===== src/design/efws_pkg.sv =====
`timescale 1ns / 1ps
// ----------------------------------------------------------------------------
// efws_pkg
// Shared constants and types for the earliest-free-worker scheduler.
// ----------------------------------------------------------------------------
package efws_pkg;

    localparam int MAX_WORKERS   = 16;
    localparam int RESET_WORKERS = 16;
    localparam int RESET_COUNT   = (RESET_WORKERS > MAX_WORKERS) ? MAX_WORKERS : RESET_WORKERS;

    localparam int ADDR_W  = (MAX_WORKERS > 1) ? $clog2(MAX_WORKERS) : 1;
    localparam int CNT_W   = $clog2(MAX_WORKERS + 1);
    localparam int CHILD_W = ADDR_W + 2;

    localparam int DUR_W  = 32;
    localparam int TIME_W = 64;
    localparam int IDX_W  = 4;
    localparam int CFG_W  = 5;
    localparam int IN_TDATA_W  = 32;
    localparam int OUT_TDATA_W = 72;
    localparam int OUT_PAD_W   = OUT_TDATA_W - TIME_W - IDX_W;

    typedef struct packed {
        logic [TIME_W-1:0] free_time;
        logic [ADDR_W-1:0] worker;
    } heap_entry_t;

    typedef enum logic [1:0] {
        ST_IDLE,
        ST_FETCH,
        ST_SELECT
    } ctrl_state_t;

    typedef struct packed {
        logic load;
        logic fetch;
        logic select;
    } dp_cmd_t;

    typedef struct packed {
        logic leaf;
        logic keep;
    } dp_status_t;

endpackage


===== src/design/efws_heap_mem.sv =====
`timescale 1ns / 1ps
// ----------------------------------------------------------------------------
// efws_heap_mem
// Heap storage: one write port, two registered read ports, per-entry valid
// bits so that an unwritten slot reads as its reset pair (worker = slot, 0).
// ----------------------------------------------------------------------------
module efws_heap_mem (
    input  logic                          clk,
    input  logic                          rst_n,
    input  logic                          clr,
    input  logic                          rd_en,
    input  logic [efws_pkg::ADDR_W-1:0]   rd_addr_a,
    input  logic [efws_pkg::ADDR_W-1:0]   rd_addr_b,
    output efws_pkg::heap_entry_t         rd_data_a,
    output efws_pkg::heap_entry_t         rd_data_b,
    input  logic                          wr_en,
    input  logic [efws_pkg::ADDR_W-1:0]   wr_addr,
    input  efws_pkg::heap_entry_t         wr_data
);

    efws_pkg::heap_entry_t                  mem_reg [efws_pkg::MAX_WORKERS];
    logic [efws_pkg::MAX_WORKERS-1:0]       valid_reg;
    efws_pkg::heap_entry_t                  rd_a_reg;
    efws_pkg::heap_entry_t                  rd_b_reg;

    always_ff @(posedge clk or negedge rst_n)
    begin
        if (!rst_n)
        begin
            valid_reg <= '0;
        end
        else if (clr)
        begin
            valid_reg <= '0;
        end
        else if (wr_en)
        begin
            valid_reg[wr_addr] <= 1'b1;
        end
    end

    always_ff @(posedge clk)
    begin
        if (wr_en)
        begin
            mem_reg[wr_addr] <= wr_data;
        end
    end

    always_ff @(posedge clk)
    begin
        if (rd_en)
        begin
            if (valid_reg[rd_addr_a])
            begin
                rd_a_reg <= mem_reg[rd_addr_a];
            end
            else
            begin
                rd_a_reg.free_time <= '0;
                rd_a_reg.worker    <= rd_addr_a;
            end
            if (valid_reg[rd_addr_b])
            begin
                rd_b_reg <= mem_reg[rd_addr_b];
            end
            else
            begin
                rd_b_reg.free_time <= '0;
                rd_b_reg.worker    <= rd_addr_b;
            end
        end
    end

    assign rd_data_a = rd_a_reg;
    assign rd_data_b = rd_b_reg;

endmodule


===== src/design/efws_datapath.sv =====
`timescale 1ns / 1ps
// ----------------------------------------------------------------------------
// efws_datapath
// Worker count, root copy, sift-down position and element, child compare,
// heap memory and the result register.
// ----------------------------------------------------------------------------
module efws_datapath (
    input  logic                              clk,
    input  logic                              rst_n,
    input  logic                              cfg_we,
    input  logic [efws_pkg::CFG_W-1:0]        cfg_wdata,
    input  logic [efws_pkg::DUR_W-1:0]        job_duration,
    input  efws_pkg::dp_cmd_t                 cmd,
    output efws_pkg::dp_status_t              status,
    output logic [efws_pkg::IDX_W-1:0]        worker_index,
    output logic [efws_pkg::TIME_W-1:0]       start_time
);

    logic [efws_pkg::CNT_W-1:0]     n_reg;
    logic [efws_pkg::CNT_W-1:0]     n_next;
    efws_pkg::heap_entry_t          cache_reg;
    efws_pkg::heap_entry_t          cur_reg;
    efws_pkg::heap_entry_t          out_reg;
    logic [efws_pkg::ADDR_W-1:0]    pos_reg;

    logic [efws_pkg::CHILD_W-1:0]   l_idx;
    logic [efws_pkg::CHILD_W-1:0]   r_idx;
    logic [efws_pkg::CHILD_W-1:0]   n_ext;
    logic                           l_ok;
    logic                           r_ok;
    efws_pkg::heap_entry_t          rd_a;
    efws_pkg::heap_entry_t          rd_b;
    efws_pkg::heap_entry_t          cand;
    efws_pkg::heap_entry_t          child;
    logic [efws_pkg::ADDR_W-1:0]    child_pos;
    logic                           l_wins;
    logic                           r_wins;
    logic                           keep;
    logic [efws_pkg::TIME_W:0]      sum;
    logic [efws_pkg::TIME_W-1:0]    sat_time;
    logic                           wr_en;
    logic [efws_pkg::ADDR_W-1:0]    wr_addr;
    efws_pkg::heap_entry_t          wr_data;
    logic                           rd_en;

    function automatic logic entry_less(efws_pkg::heap_entry_t a, efws_pkg::heap_entry_t b);
        logic res;
        if (a.free_time != b.free_time)
        begin
            res = a.free_time < b.free_time;
        end
        else
        begin
            res = a.worker < b.worker;
        end
        return res;
    endfunction

    // clamp requested count into 1..MAX_WORKERS
    always_comb
    begin
        if (cfg_wdata == '0)
        begin
            n_next = efws_pkg::CNT_W'(1);
        end
        else if (int'(cfg_wdata) > efws_pkg::MAX_WORKERS)
        begin
            n_next = efws_pkg::CNT_W'(efws_pkg::MAX_WORKERS);
        end
        else
        begin
            n_next = efws_pkg::CNT_W'(cfg_wdata);
        end
    end

    assign l_idx = efws_pkg::CHILD_W'({pos_reg, 1'b1});
    assign r_idx = l_idx + efws_pkg::CHILD_W'(1);
    assign n_ext = efws_pkg::CHILD_W'(n_reg);
    assign l_ok  = l_idx < n_ext;
    assign r_ok  = r_idx < n_ext;

    // left child first, then right against the winner
    always_comb
    begin
        l_wins = entry_less(rd_a, cur_reg);
        cand   = l_wins ? rd_a : cur_reg;
        r_wins = r_ok && entry_less(rd_b, cand);
        keep   = !l_wins && !r_wins;
        if (r_wins)
        begin
            child     = rd_b;
            child_pos = efws_pkg::ADDR_W'(r_idx);
        end
        else
        begin
            child     = rd_a;
            child_pos = efws_pkg::ADDR_W'(l_idx);
        end
    end

    assign status.leaf = !l_ok;
    assign status.keep = keep;

    // saturating free-time update
    assign sum      = {1'b0, cache_reg.free_time}
                    + {{(efws_pkg::TIME_W + 1 - efws_pkg::DUR_W){1'b0}}, job_duration};
    assign sat_time = sum[efws_pkg::TIME_W] ? {efws_pkg::TIME_W{1'b1}}
                                            : sum[efws_pkg::TIME_W-1:0];

    always_comb
    begin
        wr_en   = 1'b0;
        wr_addr = pos_reg;
        wr_data = cur_reg;
        if (cmd.fetch && !l_ok)
        begin
            wr_en = 1'b1;
        end
        else if (cmd.select)
        begin
            wr_en   = 1'b1;
            wr_data = keep ? cur_reg : child;
        end
    end

    assign rd_en = cmd.fetch && l_ok;

    efws_heap_mem u_mem (
        .clk       (clk),
        .rst_n     (rst_n),
        .clr       (cfg_we),
        .rd_en     (rd_en),
        .rd_addr_a (efws_pkg::ADDR_W'(l_idx)),
        .rd_addr_b (efws_pkg::ADDR_W'(r_idx)),
        .rd_data_a (rd_a),
        .rd_data_b (rd_b),
        .wr_en     (wr_en),
        .wr_addr   (wr_addr),
        .wr_data   (wr_data)
    );

    always_ff @(posedge clk or negedge rst_n)
    begin
        if (!rst_n)
        begin
            n_reg     <= efws_pkg::CNT_W'(efws_pkg::RESET_COUNT);
            cache_reg <= '0;
        end
        else if (cfg_we)
        begin
            n_reg     <= n_next;
            cache_reg <= '0;
        end
        else if (wr_en && wr_addr == '0)
        begin
            cache_reg <= wr_data;
        end
    end

    always_ff @(posedge clk or negedge rst_n)
    begin
        if (!rst_n)
        begin
            pos_reg <= '0;
        end
        else if (cmd.load)
        begin
            pos_reg <= '0;
        end
        else if (cmd.select && !keep)
        begin
            pos_reg <= child_pos;
        end
    end

    always_ff @(posedge clk)
    begin
        if (cmd.load)
        begin
            cur_reg.free_time <= sat_time;
            cur_reg.worker    <= cache_reg.worker;
            out_reg           <= cache_reg;
        end
    end

    assign worker_index = efws_pkg::IDX_W'(out_reg.worker);
    assign start_time   = out_reg.free_time;

`ifndef ASSERT_OFF
    a_pos_in_range: assert property (@(posedge clk) disable iff (!rst_n)
        cmd.fetch |-> efws_pkg::CHILD_W'(pos_reg) < n_ext)
        else $error("sift position beyond active worker count");

    a_pos_descends: assert property (@(posedge clk) disable iff (!rst_n)
        (cmd.select && !keep && !cmd.load) |=> pos_reg > $past(pos_reg))
        else $error("sift step did not move down the heap");

    a_root_copy: assert property (@(posedge clk) disable iff (!rst_n)
        (wr_en && wr_addr == '0 && !cfg_we) |=> cache_reg == $past(wr_data))
        else $error("root copy out of step with heap slot zero");
`endif

endmodule


===== src/design/efws_ctrl.sv =====
`timescale 1ns / 1ps
// ----------------------------------------------------------------------------
// efws_ctrl
// Sequencer for request acceptance, the sift-down walk and the result valid.
// ----------------------------------------------------------------------------
module efws_ctrl (
    input  logic                  clk,
    input  logic                  rst_n,
    input  logic                  s_tvalid,
    output logic                  s_tready,
    output logic                  m_tvalid,
    input  logic                  m_tready,
    output efws_pkg::dp_cmd_t     cmd,
    input  efws_pkg::dp_status_t  status
);

    efws_pkg::ctrl_state_t  state_reg;
    efws_pkg::ctrl_state_t  state_next;
    logic                   out_valid_reg;
    logic                   out_valid_next;
    logic                   accept;

    always_ff @(posedge clk or negedge rst_n)
    begin
        if (!rst_n)
        begin
            state_reg     <= efws_pkg::ST_IDLE;
            out_valid_reg <= 1'b0;
        end
        else
        begin
            state_reg     <= state_next;
            out_valid_reg <= out_valid_next;
        end
    end

    always_comb
    begin
        state_next = state_reg;
        cmd        = '0;
        s_tready   = 1'b0;
        accept     = 1'b0;
        case (state_reg)
            efws_pkg::ST_IDLE:
            begin
                // result slot frees up in the same cycle it is taken
                s_tready = !out_valid_reg || m_tready;
                accept   = s_tready && s_tvalid;
                cmd.load = accept;
                if (accept)
                begin
                    state_next = efws_pkg::ST_FETCH;
                end
            end
            efws_pkg::ST_FETCH:
            begin
                cmd.fetch = 1'b1;
                state_next = status.leaf ? efws_pkg::ST_IDLE : efws_pkg::ST_SELECT;
            end
            efws_pkg::ST_SELECT:
            begin
                cmd.select = 1'b1;
                state_next = status.keep ? efws_pkg::ST_IDLE : efws_pkg::ST_FETCH;
            end
            default:
            begin
                state_next = efws_pkg::ST_IDLE;
            end
        endcase
    end

    always_comb
    begin
        if (accept)
        begin
            out_valid_next = 1'b1;
        end
        else if (m_tready)
        begin
            out_valid_next = 1'b0;
        end
        else
        begin
            out_valid_next = out_valid_reg;
        end
    end

    assign m_tvalid = out_valid_reg;

`ifndef ASSERT_OFF
    a_accept_starts_sift: assert property (@(posedge clk) disable iff (!rst_n)
        accept |=> (state_reg == efws_pkg::ST_FETCH) && out_valid_reg)
        else $error("accepted request did not start a sift with a valid result");

    a_keep_ends_sift: assert property (@(posedge clk) disable iff (!rst_n)
        (state_reg == efws_pkg::ST_SELECT && status.keep) |=> state_reg == efws_pkg::ST_IDLE)
        else $error("sift did not stop once the element settled");
`endif

endmodule


===== src/design/earliest_free_worker_scheduler_core.sv =====
`timescale 1ns / 1ps
// ----------------------------------------------------------------------------
// earliest_free_worker_scheduler_core
// Hands each job to the worker that becomes free earliest (lowest index on a
// tie) using a binary min-heap of (free time, worker) pairs.
// ----------------------------------------------------------------------------
// usage:
//   s_axis carries one job request per beat, tdata = job duration (32 bits).
//   m_axis returns one result per request: tdata[3:0] worker index,
//   tdata[67:4] start time, upper bits zero.
//   cfg_we/cfg_wdata set the active worker count (0 taken as 1, values above
//   16 taken as 16) and restart every worker at time zero; write only while
//   the block is idle.
// request flow:
//   the result is registered when the request is accepted. the heap update then
//   walks down the tree, a registered child read and then a compare and write
//   back per level, until the element settles or a leaf slot is written back
//   directly.
// reset: all 16 workers active and free at time zero; no clearing pass.
// stall: a held result stays put; the next request is taken once the heap
//   update is done and the result register is empty or being drained.
// ----------------------------------------------------------------------------
module earliest_free_worker_scheduler_core (
    input  logic                                  clk,
    input  logic                                  rst_n,
    input  logic                                  s_axis_tvalid,
    output logic                                  s_axis_tready,
    input  logic [efws_pkg::IN_TDATA_W-1:0]       s_axis_tdata,  // job_duration
    output logic                                  m_axis_tvalid,
    input  logic                                  m_axis_tready,
    output logic [efws_pkg::OUT_TDATA_W-1:0]      m_axis_tdata,  // worker_index, start_time
    input  logic                                  cfg_we,
    input  logic [efws_pkg::CFG_W-1:0]            cfg_wdata      // num_workers
);

    efws_pkg::dp_cmd_t              cmd;
    efws_pkg::dp_status_t           status;
    logic [efws_pkg::IDX_W-1:0]     worker_index;
    logic [efws_pkg::TIME_W-1:0]    start_time;

    efws_ctrl u_ctrl (
        .clk      (clk),
        .rst_n    (rst_n),
        .s_tvalid (s_axis_tvalid),
        .s_tready (s_axis_tready),
        .m_tvalid (m_axis_tvalid),
        .m_tready (m_axis_tready),
        .cmd      (cmd),
        .status   (status)
    );

    efws_datapath u_dp (
        .clk          (clk),
        .rst_n        (rst_n),
        .cfg_we       (cfg_we),
        .cfg_wdata    (cfg_wdata),
        .job_duration (s_axis_tdata[efws_pkg::DUR_W-1:0]),
        .cmd          (cmd),
        .status       (status),
        .worker_index (worker_index),
        .start_time   (start_time)
    );

    assign m_axis_tdata = {{efws_pkg::OUT_PAD_W{1'b0}}, start_time, worker_index};

endmodule


===== config.mk =====
export PLATFORM = sky130hd
export DESIGN_NAME = earliest_free_worker_scheduler_core
export DESIGN_NICKNAME = d
export VERILOG_FILES = /design/src/design/efws_pkg.sv /design/src/design/efws_heap_mem.sv /design/src/design/efws_datapath.sv /design/src/design/efws_ctrl.sv /design/src/design/earliest_free_worker_scheduler_core.sv
export SDC_FILE = /design/constraint.sdc
export NUM_CORES = 2
export LEC_CHECK = 0
export ABC_AREA = 1
export BUFFER_PORTS_ARGS = -buffer_cell sky130_fd_sc_hd__buf_2
export CAP_MARGIN = 40
export CORE_MARGIN = 2
export CORE_UTILIZATION = 45
export CTS_BUF_LIST = sky130_fd_sc_hd__clkbuf_8 sky130_fd_sc_hd__clkbuf_16
export DETAILED_ROUTE_END_ITERATION = 6
export GPL_ROUTABILITY_DRIVEN = 0
export GPL_TIMING_DRIVEN = 0
export PLACE_DENSITY = 0.66
export SYNTH_ARGS = -nofsm -noshare
export SYNTH_HDL_FRONTEND = slang
export SYNTH_SLANG_ARGS = --single-unit

===== constraint.sdc =====
create_clock -name clk -period 14.5 [get_ports clk]
set_input_delay 2.175 -clock clk [delete_from_list [all_inputs] [get_ports clk]]
set_output_delay 2.175 -clock clk [all_outputs]
set_load 0.02 [all_outputs]

==> metrics.txt <==
DR vias roughly 46k; vias in the first global route 43.6k; Pins Over Slew Limit 0; FFs w/ async S/R, synth 0.0661; Place WS between 7 and 8 ns; Pwr Density roughly 220 nW/um^2; endpoints failing hold 0; worst slew pin tran approximately 0.96 ns; Area contributors post-synth edfxtp_1 64%, o21ai_0 5.8%, nand2_1 5.7%, nor2_1 4.3%, dfrtp_1 3.8%; NumNets Final 6096; DRC viols 0; Starting Density 0.453; Port Buffers approximately 110; met2 wire length about 87 mm; CTS H-tree lvls 4; WP data arrival 8.19 ns; DRT Pass-1 Iters 6; max reg flops approximately 1.1k; fmax ~0.13 GHz; full die area between 100000 and 150000 um^2; post-CTS sizing 0; Worst Setup Start Kind register; Peak supply drop ~0.22 mV; Die H ~380 um; core area roughly 140000 um^2; Avg WL per Cell ~25 um; Syn Area/Cell approximately 11 um^2; Post-CTS Setup Bufs 0; CTS root buffer clkbuf_16; Synth Cell Area 63200 um^2; Netlist cell types 62; GR Overflow Total 0; Max-Cap Viols 0; Rows 137; Post-synth top flop edfxtp_1; dominant cell type by area after synthesis edfxtp_1; Crit path required time around 15 ns; antenna violations before repair 14; most frequent cell after synthesis edfxtp_1; vias per cell between 5 and 6; CTS tree yes; Clock Path Buffers 3; RSZ-0062 raised after global routing false; Final ANT Viol Nets 0; Setup violations, final 0; post-synth top area share 0.644; Hold Buf Count CTS 0; Worst-Skew Late Latency 0.83 ns; final wirelength 198 mm; # IOs approximately 120; detailed placement HPWL about 140 mm; area growth from synthesis to layout 14.9%; post-synthesis sequential area ratio 0.682; DR top layer met4; outcome complete, no violations; TritonCTS Buffers 148; P_leak about 0.027 uW; Buf+Inv Stages, Crit Path 8; CTS sink cnt approximately 1.5k; crit-path max FO 16; final period utilization 0.528; top cells by count, synth 1356 x edfxtp_1, 952 x nand2_1, 732 x nor2_1; global-route wire length before repair around 290 mm; Most Frequent Cell on Critical Path nand3_1; register bit total from synthesis roughly 1.5k; fraction of layout cells with a size suffix above 1 0.0905; crit-path leading delay family simple AND/OR/NAND/NOR gates; clk slew on worst S/H paths 0.06 ns; clk_skew ~0.049 ns; Slowest-stage cell, CP nor4b_1; Tot GR Track Use 0.275; Synth Instances 5540; final worst slack 6.85 ns; Setup Total Neg Slack 0 ns; hold crit path type reg2reg; Crit path largest cell delay about 0.65 ns; largest net degree at the start of global routing 80; Slew HR 0.363; number of synthesized flops with an enable pin between 1k and 1.5k; YS warnings 0; M1 WL 79.6 mm; met3 routed wirelength ~22 mm; min Tclk post-route about 7.7 ns; critical path class reg2reg; DR iter-0 viols ~6.2k; die width roughly 380 um; critical path endpoint category register
metrics by stage:
stage	hold WS, ns	utilization	cells	total power (uW)	cell area [um^2]
3_3_place_gp	0.433	0.474	7530	11600	66100
6_report	0.445	0.520	7882	15800	72600
5_1_grt	0.460	0.520	7877	16500	72600
2_1_floorplan	0.425	-	5543	9490	63200
3_5_place_dp	0.429	0.485	7601	11800	67700
4_1_cts	0.449	0.520	7877	15600	72600
power by group:
| group | internal [uW] | switching [uW] | total (uW) |
|---|---|---|---|
| clock | 2180 | 1650 | 3830 |
| combinational | 1530 | 4230 | 5750 |
| sequential | 5820 | 371 | 6190 |
| total | 9520 | 6250 | 15800 |
placed cells by master, fill, tap and decap left out, types with 17 or more instances in the layout:
cell / synthesis / final
clkinv_2: 0 / 22
clkinv_1: 3 / 29
or2_2: 49 / 49
nand4_1: 26 / 26
a21oi_1: 121 / 121
o221ai_1: 69 / 69
buf_1: 21 / 21
buf_2: 25 / 136
dfrtp_1: 95 / 95
inv_1: 323 / 356
nor2_1: 732 / 716
ha_1: 178 / 178
o22ai_1: 205 / 205
o21ai_0: 728 / 728
nand2_1: 952 / 952
nor3_1: 26 / 26
clkbuf_16: 0 / 150
clkbuf_1: 240 / 227
nand3_1: 212 / 212
nand3b_1: 43 / 43
buf_16: 0 / 18
edfxtp_1: 1356 / 1356
nor2_4: 1 / 17
buf_12: 0 / 37
worst paths after layout:
kind / startpoint / end / slack [ns] / cells past startpoint
max: u_dp.cur_reg[65] / u_dp.u_mem.mem_reg[3][2] / 6.85 / 31
min: u_dp.cache_reg[2] / u_dp.cur_reg[2] / 0.44 / 0
max reg2reg: u_dp.cur_reg[65] / u_dp.u_mem.mem_reg[3][2] / 6.85 / 31
min reg2reg: u_dp.cache_reg[2] / u_dp.cur_reg[2] / 0.44 / 0
max in group asynchronous: rst_n / u_dp.cache_reg[59] / 12.47 / 2
min in group asynchronous: rst_n / u_dp.cache_reg[30] / 1.24 / 1
cells by family (layout without fill, tap and decap cells):
logic type,after synthesis,in the layout,share of synthesized area
buf+inv,634,1092,0.0396
xor+xnor,19,19,0.00263
compound gates,1181,1181,0.104
simple gates,2074,2074,0.136
fa+ha+maj,179,179,0.0356
other cells,1,9,0.0000593
flops,1452,1452,0.682
final cells by class:
| type | count | area (um^2) |
|---|---|---|
| tap | 1876 | 2350 |
| clock inverter | 120 | 1060 |
| sequential | 1452 | 43100 |
| inverter | 329 | 1240 |
| multi-input combinational | 3457 | 17700 |
| clock buffer | 156 | 3840 |
| fill | 11953 | 66900 |
| buffer | 305 | 1290 |
| antenna | 5 | 12.5 |
| timing repair buffer | 182 | 1990 |
per-layer routing:
metal	GRT usage	vias up
met5	0	-
met4	0.129	0
met3	0.0634	404
met2	0.413	2675
met1	0.379	22286
li1	-	20379
Note: power is estimated with default switching activity, not from simulation.
